File: src/design/utcl_pkg.sv
`default_nettype none
package utcl_pkg;

	localparam int unsigned QUEUE_DEPTH = 2;
	localparam int unsigned BACK_STAGES = 9;

	localparam logic [2:0] REG_ZONE_OFFSET  = 3'd0;
	localparam logic [2:0] REG_DST_ENABLED  = 3'd1;
	localparam logic [2:0] REG_BEGIN_MONTH  = 3'd2;
	localparam logic [2:0] REG_BEGIN_INDEX  = 3'd3;
	localparam logic [2:0] REG_BEGIN_HOUR   = 3'd4;
	localparam logic [2:0] REG_END_MONTH    = 3'd5;
	localparam logic [2:0] REG_END_INDEX    = 3'd6;
	localparam logic [2:0] REG_END_HOUR     = 3'd7;

	localparam int SECS_PER_HOUR = 3600;
	localparam int SECS_PER_DAY  = SECS_PER_HOUR * 24;
	localparam int DAYS_PER_WEEK = 7;
	localparam int MONTHS        = 12;

	typedef struct packed {
		logic               action;
		logic signed [35:0] g;
		logic signed [35:0] base;
	} item_t;

	// a / 100 for a below 1024
	function automatic logic [3:0] div100(input logic [9:0] a);
		logic [20:0] p;
		p = 21'(a) * 21'd1311;
		return p[20:17];
	endfunction

	// a / 400 for a below 1024
	function automatic logic [1:0] div400(input logic [9:0] a);
		logic [15:0] p;
		p = 16'(a) * 16'd41;
		return p[15:14];
	endfunction

	// days from 1970-01-01 to january 1 of year y (1969..2600)
	function automatic logic signed [19:0] days_jan1(input logic [11:0] y);
		logic [11:0]        aw;
		logic [9:0]         a;
		logic signed [19:0] dy;
		aw = y - 12'd1601;
		a  = aw[9:0];
		dy = $signed({8'd0, y}) - 20'sd1970;
		return dy * 20'sd365 + $signed({12'd0, a[9:2]}) - $signed({16'd0, div100(a)})
			+ $signed({18'd0, div400(a)}) - 20'sd89;
	endfunction

	function automatic logic is_leap(input logic [11:0] y);
		logic [11:0] bw;
		logic [9:0]  b;
		logic [9:0]  bm1;
		logic        by100;
		logic        by400;
		bw    = y - 12'd1600;
		b     = bw[9:0];
		bm1   = b - 10'd1;
		by100 = div100(b) != div100(bm1);
		by400 = div400(b) != div400(bm1);
		return (b[1:0] == 2'd0) && (!by100 || by400);
	endfunction

	function automatic logic [8:0] cum_days(input logic [3:0] m);
		logic [8:0] r;
		case (m)
			4'd0:    r = 9'd0;
			4'd1:    r = 9'd31;
			4'd2:    r = 9'd59;
			4'd3:    r = 9'd90;
			4'd4:    r = 9'd120;
			4'd5:    r = 9'd151;
			4'd6:    r = 9'd181;
			4'd7:    r = 9'd212;
			4'd8:    r = 9'd243;
			4'd9:    r = 9'd273;
			4'd10:   r = 9'd304;
			4'd11:   r = 9'd334;
			default: r = 9'd0;
		endcase
		return r;
	endfunction

endpackage
`default_nettype wire

File: src/design/utcl_front.sv
`default_nettype none
module utcl_front (
	input  wire logic                 action,
	input  wire logic [33:0]          seconds_in,
	input  wire logic signed [4:0]    zone_offset_hours,
	output      utcl_pkg::item_t      item
);
	import utcl_pkg::*;

	logic signed [17:0] off_secs;
	logic signed [36:0] s_ext;
	logic signed [36:0] g_wide;
	logic signed [36:0] loc_wide;

	// offset in seconds, then the instant to test and the base result
	assign off_secs = 18'(zone_offset_hours) * 18'sd3600;
	assign s_ext    = $signed({3'd0, seconds_in});
	assign g_wide   = s_ext - 37'(off_secs);
	assign loc_wide = s_ext + 37'(off_secs);

	assign item.action = action;
	assign item.g      = action ? g_wide[35:0] : s_ext[35:0];
	assign item.base   = action ? g_wide[35:0] : loc_wide[35:0];

endmodule
`default_nettype wire

File: config.mk
export PLATFORM = sky130hd
export DESIGN_NAME = utcl_front
export DESIGN_NICKNAME = d
export VERILOG_FILES = /design/src/design/utcl_pkg.sv /design/src/design/utcl_front.sv
export SDC_FILE = /design/constraint.sdc
export NUM_CORES = 1
export LEC_CHECK = 0
export BUFFER_PORTS_ARGS = -buffer_cell sky130_fd_sc_hd__buf_2
export CAP_MARGIN = 20
export CELL_PAD_IN_SITES_DETAIL_PLACEMENT = 1
export CELL_PAD_IN_SITES_GLOBAL_PLACEMENT = 2
export CORE_MARGIN = 10
export CORE_UTILIZATION = 31
export DETAILED_ROUTE_END_ITERATION = 6
export PLACE_DENSITY_LB_ADDON = 0.15
export SLEW_MARGIN = 20
export SYNTH_ARGS = -nofsm -noshare
export SYNTH_HDL_FRONTEND = slang
export SYNTH_SLANG_ARGS = --single-unit
File: constraint.sdc
create_clock -name vclk -period 15.4
set_input_delay 3.08 -clock vclk [all_inputs]
set_output_delay 3.08 -clock vclk [all_outputs]
set_load 0.005 [all_outputs]
==> results_dict.tcl <==
set metrics [dict create \
    rsz0062_at_grt "no" \
    synth_cell_types 68 \
    first_iter_violations 227 \
    place.gp.congestion 0.891 \
    hold_buffers 0 \
    startpoint_type "input port" \
    syn_nets 838 \
    drc_errors 0 \
    fin_setup_tns_ps 0 \
    track_usage 0.170 \
    synth_compound_area_frac 0.318 \
    outcome "finished clean" \
    syn_avg_cell_area_um2 6.73 \
    layout-drive-gt1-share 0.158 \
    worstSetupStartpoint "zone_offset_hours[2]" \
    min-delay-start "seconds_in[1]" \
    hold_viol_final 0 \
    synth_top_family_by_area "compound AO/OA/AOI/OAI gates" \
    ir_drop_mv 0.0701 \
    antenna_cells 0 \
    slowest_stage "fa_1" \
    synth_fa_ha_area_frac 0.243 \
    rows 45 \
    setup_viol 0 \
    slowest_delay_ps 610 \
    cts_setup_buffers 0 \
    die-height_um 144 \
    placed_cell_area_um2 5310 \
    arrival_ps 9140 \
    max_freq_mhz 81.8 \
    slew_viol_final 0 \
    ys_seq_area_frac 0 \
    maxCapViolCount 0 \
    overflow 0 \
    worstPathCellList "buf_2 -> fa_1 -> inv_1 -> fa_1 -> fa_1 -> fa_1 -> inv_1 -> a21oi_1 -> o21bai_1 -> a211oi_4 -> buf_4 -> inv_1 -> ha_1 -> nand2b_1 -> nand2b_1 -> nand2_1 -> a311o_1 -> o31ai_2 -> a211oi_2 -> or4_1 -> o311ai_2 -> buf_2" \
    start_util 0.315 \
    die-area_um2 20800 \
    post_drt_via_cell_ratio 5.55 \
    synth_xor_area_frac 0.112 \
    synthCells 710 \
    fin_nets 896 \
    drt_pass1_iterations 4 \
    worst_path_most_repeated_cell "fa_1" \
    post_cts_resized 0 \
    final_area_um2 5310 \
    wl_per_cell_um 19.3 \
    grt_pass1_vias 5543 \
    fin_crit_ps 12220 \
    die_x_um 144 \
    hold_class "input port to output pin" \
    leakage_nw 2.49 \
    clkbuf_count 0 \
    grt_pass1_wl_um 29500 \
    cp_max_fo 25 \
    ios 113 \
    grt_antenna_before_repair 0 \
    syn2layout_area_growth_pct 11.2 \
    p_per_area_nw_per_um2 87.8 \
    finalPower_w 0.000466 \
    ff_latch_area_um2 0 \
    drt_wl_total_um 18400 \
    netlist_area_um2 4780 \
    grt_max_degree 100 \
    worstSetupPathType "input port to output pin" \
    finalCritPeriodShare 0.794 \
    n_sequential_cell 0 \
    core_area_um2 15100 \
    tightestPinTransition_ps 1050 \
    nFillCells 1972 \
    antenna_violating_nets_post_route 0 \
    routed-via-count 5292 \
    relSlewSlack 0.303 \
    synth_mux_area_frac 0.0223 \
    required_ps 12320 \
    port_buffers 101 \
    end_kind "output pin" \
    synth-simple-area-share 0.206 \
    hpwl_um 15200 \
    yosysWarnings 0 \
]
## critical path: cells and delay by family
kind / cells / cell delay [ps]
buf+inv: 6 / 1220
simple gates: 4 / 880
fa+ha+maj: 5 / 2290
compound gates: 7 / 1670
## per-layer routing
| metal | share of wire | wire, um | vias up | track usage |
|---|---|---|---|---|
| met4 | 0.015 | 282 | 0 | 0.0250 |
| met1 | 0.45 | 8380 | 2557 | 0.220 |
| met3 | 0.040 | 730 | 15 | 0.0144 |
| met5 | 0 | 0 | - | 0 |
| met2 | 0.49 | 9060 | 106 | 0.302 |
| li1 | - | - | 2614 | - |
## cells in the mapped netlist (8+ instances only)
cell | n | area, um2
buf_2 | 9 | 45.0
fa_1 | 8 | 160
a21o_1 | 18 | 135
clkbuf_1 | 21 | 78.8
a211oi_1 | 10 | 75.1
o21ai_1 | 11 | 55.1
xnor2_1 | 52 | 455
o31ai_1 | 12 | 90.1
nor2_1 | 72 | 270
nor2b_1 | 13 | 81.3
ha_1 | 80 | 1000
inv_1 | 63 | 236
nor3_1 | 25 | 125
xor2_1 | 9 | 78.8
buf_4 | 11 | 82.6
o21bai_1 | 13 | 97.6
a21oi_1 | 82 | 410
o21ai_0 | 27 | 135
nand3_1 | 11 | 55.1
nand2_1 | 42 | 158
## through the flow
stage	hold slack, ps	setup slack, ps	cells	utilization
after floorplan	6240	2550	710	-
after global placement	6160	3400	954	0.351
after detailed placement	6160	3210	954	0.351
after CTS	6160	3180	954	0.351
after global routing	6160	2850	954	0.351
final	6160	3180	954	0.351
## final cells by class
type                            count  area, um2  area share
Multi-Input combinational cell    599       4310       0.812
Timing Repair Buffer              103        523      0.0984
Inverter                           64        240      0.0452
Tap cell                          188        235      0.0443
## cell families after synthesis
group,Yosys count
adder cells (fa/ha/maj),88
AO/OA/AOI/OAI,234
multiplexers,10
AND/OR/NAND/NOR,206
XOR/XNOR,61
buffers and inverters,111
## placed cells by master (no fill, tap or decap), types with 11 or more instances in the layout
cell type / instances
buf_2: 100
a21oi_1: 82
ha_1: 80
nor2_1: 72
inv_1: 63
xnor2_1: 52
nand2_1: 42
o21ai_0: 27
nor3_1: 25
a21o_1: 18
o21bai_1: 13
nor2b_1: 13
o31ai_1: 12
nand3_1: 11
o21ai_1: 11
## where the power goes
part / switching [W] / total (W) / internal, W
Combinational: 0.000277 / 0.000466 / 0.000189
Clock: 0 / 0 / 0
Sequential: 0 / 0 / 0
Total: 0.000277 / 0.000466 / 0.000189
## final timing paths
path / endpoint / slack [ps] / cells past startpoint
worst max-delay path: item[68] / 3180 / 22
worst min-delay path: item[1] / 6160 / 0
Note: power is estimated with default switching activity, not from simulation.
