`config.mk`:
```
export PLATFORM = sky130hd
export DESIGN_NAME = utcl_year
export DESIGN_NICKNAME = d
export VERILOG_FILES = /design/src/design/utcl_pkg.sv /design/src/design/utcl_year.sv
export SDC_FILE = /design/constraint.sdc
export NUM_CORES = 2
export LEC_CHECK = 0
export BUFFER_PORTS_ARGS = -buffer_cell sky130_fd_sc_hd__buf_2
export CAP_MARGIN = 20
export CORE_ASPECT_RATIO = 0.6
export CORE_MARGIN = 4
export CORE_UTILIZATION = 35
export CTS_CLUSTER_DIAMETER = 200
export DETAILED_ROUTE_END_ITERATION = 8
export PLACE_DENSITY_LB_ADDON = 0.1
export SKIP_LAST_GASP = 1
export SLEW_MARGIN = 10
export SYNTH_ARGS = -nofsm -noshare
export SYNTH_HDL_FRONTEND = slang
export SYNTH_SLANG_ARGS = --single-unit
```
`constraint.sdc`:
```
create_clock -name clk -period 13 [get_ports clk]
set_input_delay 0.65 -clock clk [delete_from_list [all_inputs] [get_ports clk]]
set_output_delay 0.65 -clock clk [all_outputs]
set_load 0.005 [all_outputs]
```
`src/design/utcl_pkg.sv`:
```
`default_nettype none
package utcl_pkg;

	localparam int unsigned QUEUE_DEPTH = 2;
	localparam int unsigned BACK_STAGES = 9;

	localparam logic [2:0] REG_ZONE_OFFSET  = 3'd0;
	localparam logic [2:0] REG_DST_ENABLED  = 3'd1;
	localparam logic [2:0] REG_BEGIN_MONTH  = 3'd2;
	localparam logic [2:0] REG_BEGIN_INDEX  = 3'd3;
	localparam logic [2:0] REG_BEGIN_HOUR   = 3'd4;
	localparam logic [2:0] REG_END_MONTH    = 3'd5;
	localparam logic [2:0] REG_END_INDEX    = 3'd6;
	localparam logic [2:0] REG_END_HOUR     = 3'd7;

	localparam int SECS_PER_HOUR = 3600;
	localparam int SECS_PER_DAY  = SECS_PER_HOUR * 24;
	localparam int DAYS_PER_WEEK = 7;
	localparam int MONTHS        = 12;

	typedef struct packed {
		logic               action;
		logic signed [35:0] g;
		logic signed [35:0] base;
	} item_t;

	// a / 100 for a below 1024
	function automatic logic [3:0] div100(input logic [9:0] a);
		logic [20:0] p;
		p = 21'(a) * 21'd1311;
		return p[20:17];
	endfunction

	// a / 400 for a below 1024
	function automatic logic [1:0] div400(input logic [9:0] a);
		logic [15:0] p;
		p = 16'(a) * 16'd41;
		return p[15:14];
	endfunction

	// days from 1970-01-01 to january 1 of year y (1969..2600)
	function automatic logic signed [19:0] days_jan1(input logic [11:0] y);
		logic [11:0]        aw;
		logic [9:0]         a;
		logic signed [19:0] dy;
		aw = y - 12'd1601;
		a  = aw[9:0];
		dy = $signed({8'd0, y}) - 20'sd1970;
		return dy * 20'sd365 + $signed({12'd0, a[9:2]}) - $signed({16'd0, div100(a)})
			+ $signed({18'd0, div400(a)}) - 20'sd89;
	endfunction

	function automatic logic is_leap(input logic [11:0] y);
		logic [11:0] bw;
		logic [9:0]  b;
		logic [9:0]  bm1;
		logic        by100;
		logic        by400;
		bw    = y - 12'd1600;
		b     = bw[9:0];
		bm1   = b - 10'd1;
		by100 = div100(b) != div100(bm1);
		by400 = div400(b) != div400(bm1);
		return (b[1:0] == 2'd0) && (!by100 || by400);
	endfunction

	function automatic logic [8:0] cum_days(input logic [3:0] m);
		logic [8:0] r;
		case (m)
			4'd0:    r = 9'd0;
			4'd1:    r = 9'd31;
			4'd2:    r = 9'd59;
			4'd3:    r = 9'd90;
			4'd4:    r = 9'd120;
			4'd5:    r = 9'd151;
			4'd6:    r = 9'd181;
			4'd7:    r = 9'd212;
			4'd8:    r = 9'd243;
			4'd9:    r = 9'd273;
			4'd10:   r = 9'd304;
			4'd11:   r = 9'd334;
			default: r = 9'd0;
		endcase
		return r;
	endfunction

endpackage
`default_nettype wire

```
`src/design/utcl_year.sv`:
```
`default_nettype none
module utcl_year (
	input  wire logic               clk,
	input  wire logic               en,
	input  wire logic signed [35:0] g,
	output      logic [11:0]        year_s5
);
	import utcl_pkg::*;

	// floor(x / 675) for x below 2**28
	localparam logic [28:0] RECIP675 = 29'd407226529;

	logic [34:0]        gp;
	logic [56:0]        prod_s1;
	logic signed [19:0] d_s2;
	logic signed [32:0] m3_s3;
	logic signed [19:0] d_s3;
	logic signed [19:0] d_s4;
	logic [11:0]        est_s4;
	logic signed [19:0] dj_s4;
	logic signed [19:0] dj1_s4;
	logic signed [12:0] est_w;
	logic [11:0]        est;
	logic [18:0]        q1;

	// shift the instant up by one day so it is positive, /86400 = >>7 then /675
	assign gp    = 35'(g + 36'sd86400);
	assign q1    = prod_s1[56:38];
	assign est_w = 13'sd1970 + m3_s3[32:20];
	assign est   = est_w[11:0];

	always_ff @(posedge clk) begin
		if (en) begin
			prod_s1 <= 57'(gp[34:7]) * 57'(RECIP675);
			d_s2    <= $signed({1'b0, q1}) - 20'sd1;
			m3_s3   <= 33'(d_s2) * 33'sd2871;
			d_s3    <= d_s2;
			est_s4  <= est;
			d_s4    <= d_s3;
			dj_s4   <= days_jan1(est);
			dj1_s4  <= days_jan1(est + 12'd1);
			if (d_s4 < dj_s4) begin
				year_s5 <= est_s4 - 12'd1;
			end else if (d_s4 >= dj1_s4) begin
				year_s5 <= est_s4 + 12'd1;
			end else begin
				year_s5 <= est_s4;
			end
		end
	end

endmodule
`default_nettype wire

```
==> flow_summary.ini <==
[synthesis]
ys_seq_area_share_pct = 13.8
yosysTopAreaCell = fa_1
synth_enable_flop_cells = 155
yosys_warnings = 0
synthFlopType = edfxtp_1
yosys.area.top_type_share_pct = 30.0
ys_async_sr_fraction_pct = 0
syn-num-nets = 4583
synth_area_mm2 = 0.0337
netlist-cell-type-count = 77
synth_common_cells = inv_1 (979), ha_1 (775), fa_1 (505), edfxtp_1 (155), xnor2_1 (127)
yosysMostFrequentCell = inv_1
synthTopCellsByArea = fa_1 (30%), ha_1 (29%), edfxtp_1 (14%)
synthCells = 3265
syn_area_per_cell_um2 = 10.3
ys_ff_latch = 155

[setup_path]
rr_startpoint = m3_s3[20]$_DFFE_PP_
critPathMaxFanout = 13
crit_required_ns = 13.20
crit_slowest_cell = inv_1
critical_path_class = reg2reg
worst-endpoint-arrival_ns = 11.95
endpoint_kind = flip-flop
startpoint = m3_s3[20]$_DFFE_PP_
path_buf_inv = 9
cp_top_family = adder cells
cp_common_cell = fa_1
start_kind = flip-flop
crit_path_max_incr_delay_ns = 0.67

[route]
dr_total_vias = 21400
drtAntennaViolNets = 0
wl_um = 88100
drc = 0
drt_iter0_drc = 1492
drtPass1Iterations = 5
post_drt_via_cell_ratio = 4.62
wl_per_cell_um = 19.0

[placed_design]
dp_hpwl_um = 79000
routabilityCongestion = 0.908
dp_slack_ns = 1.27
portBuffers = 41
dp.cells = 4604

[floorplanning]
initial_core_util_pct = 35.6
ios = 50
core_area_mm2 = 0.0947
dieArea_mm2 = 0.102
num_rows = 87
die_h_um = 248
die_x_um = 409

[sta]
finalSetupViolCount = 0
finalMaxSlewViolations = 0
fin_ws_ns = 1.25
setup_tns_ns = 0
period_share_pct = 90.4
slew_headroom_pct = 26.3
final-hold-violation-count = 0
rsz0062_at_grt = false
fmax_ghz = 0.0851
fin_skew_ns = 0.0105
hold_ws_ns = 0.419
tightest_slew_ns = 1.08
min_period_ns = 11.75

[global_routing]
grt_antenna_before_repair = 2
grt_max_degree = 92
grt_overflow_total = 0
first_global_vias = 21500
grt_usage_pct = 17.8
grt_pass1_wl_um = 137000

[final_layout]
stdcell_count = 4635
layout-drive-gt1-share_pct = 5.10
antenna_cells = 0
nNetsFinal = 4695
area_growth_pct = 8.48

[worst_hold_path]
min_from = d_s3[7]$_DFFE_PP_
hold_class = reg2reg

[clocking]
clock-sinks = 155
htree_levels = 4
root_buffer = clkbuf_16
cts_tree = yes
ctsHoldBuffers = 0
clkTransAtPathRegs_ns = 0.07
cts_resized = 0
clkLatencyLatePin_ns = 0.46
cts_buffers = 17
post-cts-setup-buffer-count = 0
cts_max_path_buffers = 2

[job]
drv_cap = 0

[run_status]
status = completed
-- per-stage QoR --
stage          utilization (%)  area [um^2]
2_1_floorplan                -        33700
5_1_grt                   38.6        36600
3_5_place_dp              38.0        35900
4_1_cts                   38.6        36600
6_report                  38.6        36600
3_3_place_gp              38.0        35900
-- area by class of cell --
cell class	count	area, um^2
clock buffers	18	429
clock inverters	13	215
fillers	9520	58100
inverters	981	3680
multi-input cells	2121	25400
flip-flops and latches	155	4650
well taps	1246	1560
repair buffers	101	662
-- worst paths after layout --
kind,end,cells after the start,slack [ns]
max,dj_s4[18]$_DFFE_PP_,43,1.25
min,d_s4[7]$_DFFE_PP_,0,0.42
max reg2reg,dj_s4[18]$_DFFE_PP_,43,1.25
min reg2reg,d_s4[7]$_DFFE_PP_,0,0.42
-- cell families after synthesis --
family	count (synthesis)	share of synthesized area, %
flip-flops	155	13.8
XOR/XNOR	200	5.33
adder cells (fa/ha/maj)	1280	58.7
AO/OA/AOI/OAI	289	5.79
AND/OR/NAND/NOR	347	5.13
multiplexers	5	0.156
buffers and inverters	989	11.1
-- layout by cell type (no fill, tap or decap), drive strengths merged, types with 6 or more instances in the layout --
master,n
a2111oi,7
nor3,26
nor2b,13
xor2,69
a21o,51
buf,101
inv,984
fa,505
o21ai,52
a21oi,81
and3,12
edfxtp,155
clkbuf,18
a31o,6
or2,13
nand3,45
nand2b,19
nand4,18
o21a,14
xnor2,131
o21bai,10
ha,775
nor2,84
a31oi,9
nand2,79
nor4,15
-- per-layer routing --
layer	vias to the layer above	part of all wire, %	track usage [%]	wire length [um]
li1	10600	-	-	-
met1	10400	64	34.4	56700
met2	386	28	17.5	24800
met3	15	7.2	4.45	6340
met4	0	0.27	1.35	240
met5	-	0	0	0
-- registers in the layout, summed over array words and instances, names as in the netlist --
signal	count
dj_s4	20
d_s2	20
year_s5	12
est_s4	12
d_s3	19
m3_s3	13
dj1_s4	20
prod_s1	19
d_s4	20
Power is not shown: default switching activity piles up to over one toggle a cycle in this logic, so the estimate is an artifact.
