File: config.mk
export PLATFORM = sky130hd
export DESIGN_NAME = utcl_fifo
export DESIGN_NICKNAME = d
export VERILOG_FILES = /design/src/design/utcl_pkg.sv /design/src/design/utcl_fifo.sv
export SDC_FILE = /design/constraint.sdc
export NUM_CORES = 1
export LEC_CHECK = 0
export BUFFER_PORTS_ARGS = -buffer_cell sky130_fd_sc_hd__buf_2
export CAP_MARGIN = 0
export CORE_ASPECT_RATIO = 0.6
export CORE_MARGIN = 2
export CORE_UTILIZATION = 49
export CTS_BUF_LIST = sky130_fd_sc_hd__clkbuf_8
export DETAILED_ROUTE_END_ITERATION = 10
export MAX_ROUTING_LAYER = met4
export PLACE_DENSITY = 0.78
export SLEW_MARGIN = 5
export SYNTH_ARGS = -nofsm -noshare
export SYNTH_HDL_FRONTEND = slang
export SYNTH_SLANG_ARGS = --single-unit
File: constraint.sdc
create_clock -name clk -period 4.2 [get_ports clk]
set_clock_uncertainty 0.05 [all_clocks]
set_input_delay 0.84 -clock clk [delete_from_list [all_inputs] [get_ports clk]]
set_output_delay 0.84 -clock clk [all_outputs]
set_load 0.005 [all_outputs]
File: src/design/utcl_pkg.sv
`default_nettype none
package utcl_pkg;

	localparam int unsigned QUEUE_DEPTH = 2;
	localparam int unsigned BACK_STAGES = 9;

	localparam logic [2:0] REG_ZONE_OFFSET  = 3'd0;
	localparam logic [2:0] REG_DST_ENABLED  = 3'd1;
	localparam logic [2:0] REG_BEGIN_MONTH  = 3'd2;
	localparam logic [2:0] REG_BEGIN_INDEX  = 3'd3;
	localparam logic [2:0] REG_BEGIN_HOUR   = 3'd4;
	localparam logic [2:0] REG_END_MONTH    = 3'd5;
	localparam logic [2:0] REG_END_INDEX    = 3'd6;
	localparam logic [2:0] REG_END_HOUR     = 3'd7;

	localparam int SECS_PER_HOUR = 3600;
	localparam int SECS_PER_DAY  = SECS_PER_HOUR * 24;
	localparam int DAYS_PER_WEEK = 7;
	localparam int MONTHS        = 12;

	typedef struct packed {
		logic               action;
		logic signed [35:0] g;
		logic signed [35:0] base;
	} item_t;

	// a / 100 for a below 1024
	function automatic logic [3:0] div100(input logic [9:0] a);
		logic [20:0] p;
		p = 21'(a) * 21'd1311;
		return p[20:17];
	endfunction

	// a / 400 for a below 1024
	function automatic logic [1:0] div400(input logic [9:0] a);
		logic [15:0] p;
		p = 16'(a) * 16'd41;
		return p[15:14];
	endfunction

	// days from 1970-01-01 to january 1 of year y (1969..2600)
	function automatic logic signed [19:0] days_jan1(input logic [11:0] y);
		logic [11:0]        aw;
		logic [9:0]         a;
		logic signed [19:0] dy;
		aw = y - 12'd1601;
		a  = aw[9:0];
		dy = $signed({8'd0, y}) - 20'sd1970;
		return dy * 20'sd365 + $signed({12'd0, a[9:2]}) - $signed({16'd0, div100(a)})
			+ $signed({18'd0, div400(a)}) - 20'sd89;
	endfunction

	function automatic logic is_leap(input logic [11:0] y);
		logic [11:0] bw;
		logic [9:0]  b;
		logic [9:0]  bm1;
		logic        by100;
		logic        by400;
		bw    = y - 12'd1600;
		b     = bw[9:0];
		bm1   = b - 10'd1;
		by100 = div100(b) != div100(bm1);
		by400 = div400(b) != div400(bm1);
		return (b[1:0] == 2'd0) && (!by100 || by400);
	endfunction

	function automatic logic [8:0] cum_days(input logic [3:0] m);
		logic [8:0] r;
		case (m)
			4'd0:    r = 9'd0;
			4'd1:    r = 9'd31;
			4'd2:    r = 9'd59;
			4'd3:    r = 9'd90;
			4'd4:    r = 9'd120;
			4'd5:    r = 9'd151;
			4'd6:    r = 9'd181;
			4'd7:    r = 9'd212;
			4'd8:    r = 9'd243;
			4'd9:    r = 9'd273;
			4'd10:   r = 9'd304;
			4'd11:   r = 9'd334;
			default: r = 9'd0;
		endcase
		return r;
	endfunction

endpackage
`default_nettype wire

File: src/design/utcl_fifo.sv
`default_nettype none
module utcl_fifo #(
	parameter int unsigned Depth = utcl_pkg::QUEUE_DEPTH
) (
	input  wire logic            clk,
	input  wire logic            arst_n,
	input  wire logic            wr_en,
	input  wire utcl_pkg::item_t wr_data,
	output      logic            full,
	input  wire logic            rd_en,
	output      logic            empty,
	output      utcl_pkg::item_t rd_data
);
	import utcl_pkg::*;

	localparam int unsigned PtrW = (Depth > 1) ? $clog2(Depth) : 1;
	localparam int unsigned CntW = $clog2(Depth + 1);

	item_t            mem_q [Depth];
	logic [PtrW-1:0]  wr_ptr_q;
	logic [PtrW-1:0]  rd_ptr_q;
	logic [CntW-1:0]  count_q;

	assign full    = count_q == CntW'(Depth);
	assign empty   = count_q == '0;
	assign rd_data = mem_q[rd_ptr_q];

	always_ff @(posedge clk) begin
		if (wr_en) begin
			mem_q[wr_ptr_q] <= wr_data;
		end
	end

	always_ff @(posedge clk or negedge arst_n) begin
		if (!arst_n) begin
			wr_ptr_q <= '0;
			rd_ptr_q <= '0;
			count_q  <= '0;
		end else begin
			if (wr_en) begin
				wr_ptr_q <= (wr_ptr_q == PtrW'(Depth - 1)) ? '0 : wr_ptr_q + 1'b1;
			end
			if (rd_en) begin
				rd_ptr_q <= (rd_ptr_q == PtrW'(Depth - 1)) ? '0 : rd_ptr_q + 1'b1;
			end
			if (wr_en && !rd_en) begin
				count_q <= count_q + 1'b1;
			end else if (rd_en && !wr_en) begin
				count_q <= count_q - 1'b1;
			end
		end
	end

	a_count_bound: assert property (@(posedge clk) disable iff (!arst_n)
		count_q <= CntW'(Depth)) else $error("queue count overflow");
	a_no_underflow: assert property (@(posedge clk) disable iff (!arst_n)
		rd_en |-> !empty) else $error("queue read while empty");
	a_no_overflow: assert property (@(posedge clk) disable iff (!arst_n)
		wr_en |-> !full) else $error("queue written while full");

endmodule
`default_nettype wire

==> flow_metrics.env <==
export IMPL_p_leak_nw=2.79
export IMPL_die_h_um=87.6
export IMPL_setup_tns_ns=0
export IMPL_multi_input_area_um2=1140
export IMPL_syn_inst=243
export IMPL_clk_path_buf_depth=2
export IMPL_drt_iter0_drc=167
export IMPL_cp_required_ns=3.31
export IMPL_cts_tree="built"
export IMPL_dpl_instance_area_um2=6640
export IMPL_yosysWarnings=0
export IMPL_synth_xor_area_share_pct=0.768
export IMPL_ys_ff_latch=150
export IMPL_r2r_cells=1
export IMPL_max_slew_margin_rel_pct=31.9
export IMPL_synth_mux_area_share_pct=18.4
export IMPL_initial_utilization_pct=50.3
export IMPL_hold_class="input pin to asynchronous set/reset pin"
export IMPL_post_cts_resized=0
export IMPL_antenna_found_initial=1
export IMPL_buffer_ports_inserted=151
export IMPL_drt_pass1_iter_count=4
export IMPL_synth_nets=321
export IMPL_grt_max_degree=74
export IMPL_tightest_slew_ns=1.02
export IMPL_die_w_um=143
export IMPL_fin_ws_ns=1.14
export IMPL_grt_overflow=0
export IMPL_yosysSeqAreaShare_pct=78.6
export IMPL_cp_buffers_inverters=2
export IMPL_seqCellArea_um2=4490
export IMPL_design_area_um2=6950
export IMPL_core_area_um2=11300
export IMPL_final_layout_size_suffix_gt1_share_pct=60.5
export IMPL_pre_cts_ws_ns=1.57
export IMPL_worstSetupStartpointType="flop"
export IMPL_cts_max_level=4
export IMPL_drv_slew=0
export IMPL_wl_per_cell_um=16.5
export IMPL_dp_cells=549
export IMPL_rsz0062_at_grt="no"
export IMPL_cts_inserted_buffers=17
export IMPL_grt_pass1_vias=2884
export IMPL_instances_no_fill=581
export IMPL_run_status="complete, no violations"
export IMPL_synthSimpleGateAreaFrac_pct=0.461
export IMPL_critPathMaxStageDelay_ns=0.86
export IMPL_final_hold_violation_count=0
export IMPL_hold_buffers=0
export IMPL_cp_depth=3
export IMPL_gp_congestion=0.702
export IMPL_cts_setup_buffers=0
export IMPL_critPathKind="flop to primary output"
export IMPL_fin_util_pct=61.3
export IMPL_cts_root_buffer="clkbuf_8"
export IMPL_hpwlAfterDp_um=6370
export IMPL_min_period_ns=3.06
export IMPL_route_vias_total=2756
export IMPL_synth_fa_ha_area_share_pct=0.219
export IMPL_synth_cell_types=13
export IMPL_finalCritPeriodShare_pct=72.8
export IMPL_synth_compound_area_share_pct=0
export IMPL_grt_pass1_wl_um=14400
export IMPL_synth_area_um2=5700
export IMPL_floorplan_die_area_um2=12500
export IMPL_crit_chain="buf_12, mux2_2, buf_2"
export IMPL_cpMaxStageDelayCell="dfrtp_4"
export IMPL_top_level_ports=152
export IMPL_ir_drop_uv=434
export IMPL_ant_nets=0
export IMPL_final_nets=486
export IMPL_drc_errors=0
export IMPL_std_cell_rows=30
export IMPL_avgSynthCellArea_um2=23.5
export IMPL_crit_path_max_fanout=38
export IMPL_grt_total_usage_pct=16.4
export IMPL_num_fill_cells=853
export IMPL_clock_latency_ns=0.42
export IMPL_fmax_mhz=327
export IMPL_powerDensity_nw_per_um2=618
export IMPL_end_kind="primary output"
export IMPL_path_clk_slew_ns=0.07
export IMPL_arrival_ns=2.17
export IMPL_syn_to_final_growth_pct=21.8
export IMPL_cts_num_sinks=150
export IMPL_synth_top_family_by_area="multiplexers"
export IMPL_maxCapViolCount=0
export IMPL_viasPerCell=4.74
export IMPL_setup_violations=0
export IMPL_crit_family="flip-flops"
export IMPL_wirelength_um=9590
flip-flops by register name (all words and copies together) (netlist names):
| register | cells |
|---|---|
| count_q | 2 |
| rd_ptr_q | 1 |
| mem_q | 146 |
| wr_ptr_q | 1 |
through the flow:
step                      hold slack [ns]  power (mW)
after floorplan                     0.406        3.03
after global placement              0.424        3.44
after detailed placement            0.448        3.48
after CTS                           0.140        4.36
after global routing                0.131        4.53
final                               0.165        4.29
cells in the mapped netlist:
cell / instances / area, um2
nor2b_1: 2 / 12.5
xor2_1: 4 / 35.0
buf_6: 7 / 78.8
nor2_1: 2 / 7.51
xnor2_1: 1 / 8.76
edfxtp_1: 146 / 4380
mux2_2: 13 / 146
ha_1: 1 / 12.5
buf_2: 1 / 5.00
and2_1: 1 / 6.26
inv_1: 1 / 3.75
mux2_4: 60 / 901
dfrtp_1: 4 / 100
routing by layer:
layer  vias to the layer above  global-route usage [%]  routed length [um]
li1                       1287                       -                   -
met2                       116                    25.2                4420
met4                         0                    4.99                  48
met5                         -                       -                   0
met3                         6                    6.72                 821
met1                      1347                    20.2                4300
layout by cell type (no fill, tap or decap), types with 2 or more instances in the layout:
| master | synthesis | layout |
|---|---|---|
| buf_12 | 0 | 2 |
| inv_1 | 1 | 4 |
| xor2_1 | 4 | 4 |
| nor2_1 | 2 | 2 |
| edfxtp_1 | 146 | 146 |
| clkinv_2 | 0 | 3 |
| clkinv_4 | 0 | 2 |
| clkinv_1 | 0 | 4 |
| clkbuf_8 | 0 | 17 |
| clkinvlp_4 | 0 | 2 |
| mux2_2 | 13 | 13 |
| dfrtp_1 | 4 | 3 |
| mux2_4 | 60 | 60 |
| buf_2 | 1 | 151 |
where the power goes:
group / total [mW] / internal, mW / switching (mW)
clock: 0.871 / 0.387 / 0.484
combinational: 1.26 / 0.741 / 0.519
sequential: 2.16 / 1.99 / 0.169
total: 4.29 / 3.12 / 1.17
layout make-up:
type	count	area share, %
antenna	1	0.0360
clock buffer	17	3.37
clock inverter	14	1.06
inverter	1	0.0540
multi-input combinational	84	16.4
sequential	150	64.6
tap	160	2.88
timing repair buffer	154	11.6
kinds of logic after synthesis:
kind of cell / Yosys count
flip-flops: 150
adder cells (fa/ha/maj): 1
AND/OR/NAND/NOR: 5
XOR/XNOR: 5
multiplexers: 73
buffers and inverters: 9
path summary, 6_finish.rpt:
check	to	slack, ns	from
worst max-delay path	rd_data[53]	1.14	rd_ptr_q
worst min-delay path	rd_ptr_q	0.16	arst_n
worst max register to register	mem_q[1][30]	2.45	wr_ptr_q
worst min register to register	count_q[1]	0.46	count_q[1]
max in group asynchronous	rd_ptr_q	3.79	arst_n
min in group clk	count_q[1]	0.46	count_q[1]
No activity file was read; power rests on OpenSTA's default activity.
