## config.mk

```make
export PLATFORM = sky130hd
export DESIGN_NAME = utcl_edge
export DESIGN_NICKNAME = d
export VERILOG_FILES = /design/src/design/utcl_pkg.sv /design/src/design/utcl_edge.sv
export SDC_FILE = /design/constraint.sdc
export NUM_CORES = 1
export LEC_CHECK = 0
export ABC_AREA = 1
export BUFFER_PORTS_ARGS = -buffer_cell sky130_fd_sc_hd__buf_2
export CAP_MARGIN = 20
export CORE_UTILIZATION = 25
export DETAILED_ROUTE_END_ITERATION = 12
export GPL_TIMING_DRIVEN = 0
export HOLD_SLACK_MARGIN = 0.06
export PLACE_DENSITY_LB_ADDON = 0.05
export SYNTH_ARGS = -nofsm -noshare
export SYNTH_HDL_FRONTEND = slang
export SYNTH_SLANG_ARGS = --single-unit
```

## constraint.sdc

```tcl
create_clock -name clk -period 12.4 [get_ports clk]
set_input_delay 0.62 -clock clk [delete_from_list [all_inputs] [get_ports clk]]
set_output_delay 0.62 -clock clk [all_outputs]
set_load 0.05 [all_outputs]
```

## src/design/utcl_pkg.sv

```systemverilog
`default_nettype none
package utcl_pkg;

	localparam int unsigned QUEUE_DEPTH = 2;
	localparam int unsigned BACK_STAGES = 9;

	localparam logic [2:0] REG_ZONE_OFFSET  = 3'd0;
	localparam logic [2:0] REG_DST_ENABLED  = 3'd1;
	localparam logic [2:0] REG_BEGIN_MONTH  = 3'd2;
	localparam logic [2:0] REG_BEGIN_INDEX  = 3'd3;
	localparam logic [2:0] REG_BEGIN_HOUR   = 3'd4;
	localparam logic [2:0] REG_END_MONTH    = 3'd5;
	localparam logic [2:0] REG_END_INDEX    = 3'd6;
	localparam logic [2:0] REG_END_HOUR     = 3'd7;

	localparam int SECS_PER_HOUR = 3600;
	localparam int SECS_PER_DAY  = SECS_PER_HOUR * 24;
	localparam int DAYS_PER_WEEK = 7;
	localparam int MONTHS        = 12;

	typedef struct packed {
		logic               action;
		logic signed [35:0] g;
		logic signed [35:0] base;
	} item_t;

	// a / 100 for a below 1024
	function automatic logic [3:0] div100(input logic [9:0] a);
		logic [20:0] p;
		p = 21'(a) * 21'd1311;
		return p[20:17];
	endfunction

	// a / 400 for a below 1024
	function automatic logic [1:0] div400(input logic [9:0] a);
		logic [15:0] p;
		p = 16'(a) * 16'd41;
		return p[15:14];
	endfunction

	// days from 1970-01-01 to january 1 of year y (1969..2600)
	function automatic logic signed [19:0] days_jan1(input logic [11:0] y);
		logic [11:0]        aw;
		logic [9:0]         a;
		logic signed [19:0] dy;
		aw = y - 12'd1601;
		a  = aw[9:0];
		dy = $signed({8'd0, y}) - 20'sd1970;
		return dy * 20'sd365 + $signed({12'd0, a[9:2]}) - $signed({16'd0, div100(a)})
			+ $signed({18'd0, div400(a)}) - 20'sd89;
	endfunction

	function automatic logic is_leap(input logic [11:0] y);
		logic [11:0] bw;
		logic [9:0]  b;
		logic [9:0]  bm1;
		logic        by100;
		logic        by400;
		bw    = y - 12'd1600;
		b     = bw[9:0];
		bm1   = b - 10'd1;
		by100 = div100(b) != div100(bm1);
		by400 = div400(b) != div400(bm1);
		return (b[1:0] == 2'd0) && (!by100 || by400);
	endfunction

	function automatic logic [8:0] cum_days(input logic [3:0] m);
		logic [8:0] r;
		case (m)
			4'd0:    r = 9'd0;
			4'd1:    r = 9'd31;
			4'd2:    r = 9'd59;
			4'd3:    r = 9'd90;
			4'd4:    r = 9'd120;
			4'd5:    r = 9'd151;
			4'd6:    r = 9'd181;
			4'd7:    r = 9'd212;
			4'd8:    r = 9'd243;
			4'd9:    r = 9'd273;
			4'd10:   r = 9'd304;
			4'd11:   r = 9'd334;
			default: r = 9'd0;
		endcase
		return r;
	endfunction

endpackage
`default_nettype wire

```

## src/design/utcl_edge.sv

```systemverilog
`default_nettype none
module utcl_edge (
	input  wire logic              clk,
	input  wire logic              en,
	input  wire logic [11:0]       year,
	input  wire logic [3:0]        month,
	input  wire logic signed [3:0] week_index,
	input  wire logic [4:0]        hour,
	output      logic signed [37:0] edge_s4
);
	import utcl_pkg::*;

	localparam logic [18:0] RECIP7 = 19'd299594;

	logic               idx_pos;
	logic [4:0]         mp;
	logic               roll;
	logic [4:0]         mw;
	logic [3:0]         m;
	logic [11:0]        y2;
	logic signed [19:0] ms;
	logic signed [19:0] ms_s1;
	logic signed [19:0] dayt;
	logic [17:0]        v2;
	logic [36:0]        prod_s2;
	logic signed [19:0] dayt_s2;
	logic [17:0]        v3;
	logic [15:0]        q7;
	logic [17:0]        rem;
	logic [2:0]         wd;
	logic [2:0]         shift;
	logic signed [3:0]  weeks;
	logic signed [19:0] eday_s3;
	logic signed [19:0] vw2;
	logic signed [19:0] vw3;

	// positive index counts from the month, otherwise back from next month
	assign idx_pos = !week_index[3] && (week_index != 4'sd0);
	assign mp      = idx_pos ? {1'b0, month} : {1'b0, month} + 5'd1;
	assign roll    = mp >= 5'd12;
	assign mw      = roll ? mp - 5'd12 : mp;
	assign m       = mw[3:0];
	assign y2      = year + {11'd0, roll};
	assign ms      = days_jan1(y2) + $signed({11'd0, cum_days(m)})
		+ $signed({19'd0, is_leap(y2) && (m >= 4'd2)});

	// weekday of the day holding the hour, 0 is sunday
	assign dayt  = ms_s1 + $signed({19'd0, hour >= 5'd24});
	assign vw2   = dayt + 20'sd375;
	assign v2    = vw2[17:0];
	assign vw3   = dayt_s2 + 20'sd375;
	assign v3    = vw3[17:0];
	assign q7    = prod_s2[36:21];
	assign rem   = v3 - ((18'(q7) << 3) - 18'(q7));
	assign wd    = rem[2:0];
	assign shift = (wd == 3'd0) ? 3'd0 : 3'd7 - wd;
	assign weeks = idx_pos ? week_index - 4'sd1 : week_index;

	// the hour term below already carries the day spill of hours past 23
	always_ff @(posedge clk) begin
		if (en) begin
			ms_s1   <= ms;
			prod_s2 <= 37'(v2) * 37'(RECIP7);
			dayt_s2 <= dayt;
			eday_s3 <= dayt_s2 - $signed({19'd0, hour >= 5'd24})
				+ $signed({17'd0, shift}) + 20'(weeks) * 20'sd7;
			edge_s4 <= 38'(eday_s3) * 38'sd86400 + $signed({21'd0, 17'(hour) * 17'd3600});
		end
	end

endmodule
`default_nettype wire

```

==> results.toml, run 1 <==
[floorplan]
die_height_um = 323
coreArea_um2 = 102000
ios = 65
die_area_um2 = 105000
die_w_um = 323
start_util_pct = 25.3
rows = 117

[clocking]
clock_latency_ps = 400
cts_tree = "yes"
cts.sinks = 97
root_buffer = "clkbuf_16"
path_clk_slew_ps = 80
cts_buffers = 9
cts_max_path_buffers = 2
cts-htree-levels = 3
holdBufCountCts = 0

[worst_hold_path]
hold_path_class = "primary input to register"
min_delay_worst_endpoint = "edge_s4[4]"
whs_path_depth = 1
worstHoldStart = "hour[0]"

[synth]
async_flop_share_pct = 0
syn_inst = 3054
yosys_register_bits = 97
synth.top_cell.area_share_pct = 29.3
netlist_area_um2 = 25800
ys_types = 48
ys_seq_area_share_pct = 11.3
synth-edff-count = 97
synth_common_cells = "inv_1, ha_1, nand2_1"
yosysTopAreaCell = "ha_1"
synth_most_common_cell = "inv_1"
synth.avg_cell_area_um2 = 8.45
synth_area_leaders = "ha_1, fa_1, edfxtp_1, inv_1, nand2_1"
yosys_most_used_dff = "edfxtp_1"
yosysWarnings = 0

[placed_design]
io_buffers = 60
gp_congestion = 0.814
dp_hpwl_mm = 58.7

[critical_path]
arrival_ps = 11920
cp-start-kind = "primary input"
cp-end-kind = "register"
r2r_end = "prod_s2[23]"
reg2reg_slack_ps = 5860
path_common_cell = "inv_1"
required_ps = 12540
crit_path_top_delay_cell = "fa_1"
cp_max_fo = 5
rr_worst_depth = 34
slowest_delay_ps = 530
critPathKind = "primary input to register"
timing.rr.start = "ms_s1[0]"

[sta]
period_share_pct = 95.0
maxSlewViolCount = 0
worstMarginPinSlew_ps = 928
setup_viol = 0
min_period_ps = 11780
relSlewSlack_pct = 37.7
totalNegativeSetupSlack_ps = 0
hold_violations = 0
fmax_mhz = 84.9
clock-skew-final_ps = 21.4

[route]
dr.pass1.iters = 5
totalWireLength_mm = 65.7
avgViaCountPerCell = 4.25
vias = 19300
post_drt_wl_per_cell_um = 14.5
antenna_left = 0
drc = 0
dr.first_iter.drc_count = 670

[layout]
num_antenna_cells = 0
fillers = 11000
syn_to_final_growth_pct = 12.4
drive_gt1_share_pct = 7.36
nets = 4094

[grt]
grt_pass1_vias = 20300
antenna_found_initial = 0
grt_first_pass_wirelength_mm = 107
grt_overflow = 0
grt_max_degree = 65
track_usage_pct = 13.0

[run]
drv_cap = 0

[status]
outcome = "completed"
worst max-delay path by stage:
| stage | slack (ps) | cells past startpoint | startpoint | to |
|---|---|---|---|---|
| detailed placement | -2950 | 60 | week_index[0] | ms_s1[17] |
| floorplan | 250 | 56 | week_index[0] | ms_s1[17] |
| global placement | -3950 | 57 | week_index[0] | ms_s1[17] |
| CTS | 40 | 65 | week_index[0] | ms_s1[18] |
| finish | 620 | 61 | week_index[0] | ms_s1[18] |
| global route | -50 | 61 | week_index[0] | ms_s1[18] |
logic make-up after synthesis:
family / after synthesis / synth area share (%)
AOI/OAI and AO/OA: 303 / 6.58
xor gates and xnor gates: 147 / 5.04
adders and majority gates: 892 / 51.6
buffers and inverters: 751 / 11.0
DFF: 97 / 11.3
other: 1 / 0.0145
and+or+nand+nor: 863 / 14.5
flip-flops by register name (all words and copies together) (netlist names):
| name | cells |
|---|---|
| eday_s3 | 20 |
| ms_s1 | 20 |
| edge_s4 | 34 |
| prod_s2 | 3 |
| dayt_s2 | 20 |
through the flow:
step	hold WS [ps]	utilization, %	cells	instance area, µm²	setup WS [ps]
floorplan	527	-	3057	25800	249
global placement	686	27.3	4485	27800	-3950
detailed placement	693	27.4	4492	28000	-2950
CTS	443	28.1	4527	28700	36.4
global route	463	28.4	4548	29000	-52.2
finish	471	28.4	4548	29000	620
layer usage:
metal | wire [µm] | track usage (%) | up-vias
li1 | - | - | 9983
met4 | 766 | 2.51 | 0
met5 | 0 | 0 | -
met1 | 30800 | 16.7 | 9233
met2 | 33600 | 23.8 | 98
met3 | 644 | 0.657 | 26
placed cells by master, fill, tap and decap left out, drive strengths merged, types with 5 or more instances in the layout:
master,n
inv,744
ha,605
nand2,471
fa,287
nor2,166
a21oi,150
nand3,125
buf,110
edfxtp,97
xor2,91
o21ai,88
xnor2,56
nand4,47
nor3,28
a21o,10
o211ai,10
o21bai,10
clkbuf,10
o21a,9
or2,7
clkinvlp,5
nand3b,5
a211oi,5
o2111ai,5
nor4,5
what timing repair did:
item                                    4_1_cts  5_1_grt
buffers inserted                             19       20
endpoints found under the setup margin       18       11
pin swaps                                    10       17
resized for setup                            51       34
cell type report:
type | count | area, µm² | area share (%)
Clock inverter | 7 | 91.3 | 0.315
Tap cell | 1368 | 1710 | 5.90
Multi-Input combinational cell | 2209 | 20500 | 70.6
Clock buffer | 9 | 225 | 0.776
Inverter | 747 | 2820 | 9.73
Timing Repair Buffer | 107 | 727 | 2.50
Buffer | 4 | 30.0 | 0.103
Sequential cell | 97 | 2910 | 10.0
critical path, delay by kind of cell:
kind,cells,cell delay [ps]
buffers and inverters,17,1490
AO/OA/AOI/OAI,12,1750
AND/OR/NAND/NOR,11,1340
XOR/XNOR,5,1020
adder cells (fa/ha/maj),16,5660
Power of run 1 is left out: the tool's default activity adds up to more than one toggle a clock period on the data nets, which glitch-free logic cannot reach.
==> inputs of run 2 (changes only) <==
Settings changed: RECOVER_POWER set to 100, SETUP_SLACK_MARGIN set to 0.05.
==> run 2 against run 1 <==
- the run now ends with max-capacitance violations, max-slew violations left
- non-clock buffer count rose by 2
- register-to-register slack barely moved
- sequential cell count did not move
- clock skew rose by 0.51 ps
- clock-buffer cell count did not move
- via count barely moved
- largest cell class unchanged
- highest routed layer unchanged
==> results.toml, run 2 (synthesized netlist as in run 1, its figures left out) <==
[layout]
syn_to_final_growth_pct = 11.8
final_cell_mix = "inv_1, ha_1, nand2_1, fa_1, nor2_1"
fillers = 11100
nets = 4096
design_area_um2 = 28900
fin_cells = 4550
largest_register_ffs = 34
regMostFlops = "edge_s4"
num_antenna_cells = 0
drive_gt1_share_pct = 5.37
layout_commonest_cell = "inv_1"

[sta]
clock-skew-final_ps = 21.9
relSlewSlack_pct = -154
setup_viol = 0
worstMarginPinSlew_ps = 3810
maxSlewViolCount = 100
hold_violations = 0
whs_ps = 546
period_share_pct = 94.0
min_period_ps = 11650
setup_ws_ps = 745
rsz0062_at_grt = "false"
fmax_mhz = 85.8

[critical_path]
path_common_cell = "inv_1"
slowest_delay_ps = 530
critPathKind = "primary input to register"
required_ps = 12540
arrival_ps = 11800
cp-start-kind = "primary input"
cp-end-kind = "register"
cp_max_fo = 10
crit_path_top_delay_cell = "fa_1"

[route]
avgViaCountPerCell = 4.25
dr.first_iter.drc_count = 610
antenna_left = 0
drc = 0
post_drt_wl_per_cell_um = 14.5
vias = 19300
dr.pass1.iters = 5
totalWireLength_mm = 65.8

[run]
drv_cap = 2

[grt]
track_usage_pct = 13.0
grt_overflow = 0
grt_first_pass_wirelength_mm = 107
grt_pass1_vias = 20300
antenna_found_initial = 0
grt_max_degree = 65

[clocking]
cts_max_path_buffers = 2
cts_tree = "yes"
root_buffer = "clkbuf_16"
cts.sinks = 97
clock_latency_ps = 400
holdBufCountCts = 0
cts_buffers = 9
path_clk_slew_ps = 80
cts-htree-levels = 3

[worst_hold_path]
hold_path_class = "primary input to register"

[placed_design]
dp_hpwl_mm = 58.7
place_area_um2 = 28000
dp.cells = 4492
io_buffers = 60
dp_slack_ps = -2950
gp_congestion = 0.814

[floorplan]
die_w_um = 323
ios = 65
rows = 117
die_area_um2 = 105000
coreArea_um2 = 102000
start_util_pct = 25.3
die_height_um = 323

[status]
outcome = "complete, but fails checks"
violations = "max-capacitance violations, max-slew violations"
[run 2: worst paths after layout]
check | from | to | slack (ps) | cells after the start
setup / recovery | week_index[1] | ms_s1[18] | 750 | 62
hold / removal | hour[0] | edge_s4[4] | 550 | 1
setup reg to reg | ms_s1[0] | prod_s2[23] | 5860 | 36
hold reg to reg | ms_s1[19] | dayt_s2[19] | 700 | 1
[run 2: area by class of cell]
type	count	area [µm²]	share of cell area (%)
buffer	4	30.0	0.104
clock buffer	9	225	0.780
clock inverter	7	91.3	0.316
inverter	747	2820	9.78
multi-input combinational	2209	20400	70.7
sequential	97	2910	10.1
tap	1368	1710	5.93
timing repair buffer	109	658	2.28
[run 2: stage by stage]
stage	utilization [%]	TNS, ps
floorplan	-	0
global placement	27.3	-60840
detailed placement	27.4	-42090
CTS	28.1	0
global route	28.3	0
finish	28.3	0
[run 2: critical path: cells and delay by family]
family / cells / cell delay, ps
fa+ha+maj: 16 / 5770
compound gates: 13 / 1760
buf+inv: 18 / 1540
simple gates: 11 / 1380
xor+xnor: 4 / 670
[run 2: layer usage]
metal  routed length [µm]  GRT usage, %  vias up
met1                30800          16.7     9227
met2                33700          23.8       99
met4                  762          2.51        0
met5                    0             0        -
met3                  578         0.657       26
li1                     -             -     9981
[run 2: timing repair]
item,in CTS,in global routing
pin swaps,9,22
endpoints found under the setup margin,18,11
gates cloned,0,0
resized for setup,52,29
setup buffers,18,23
Power of run 2 is left out for the same reason.
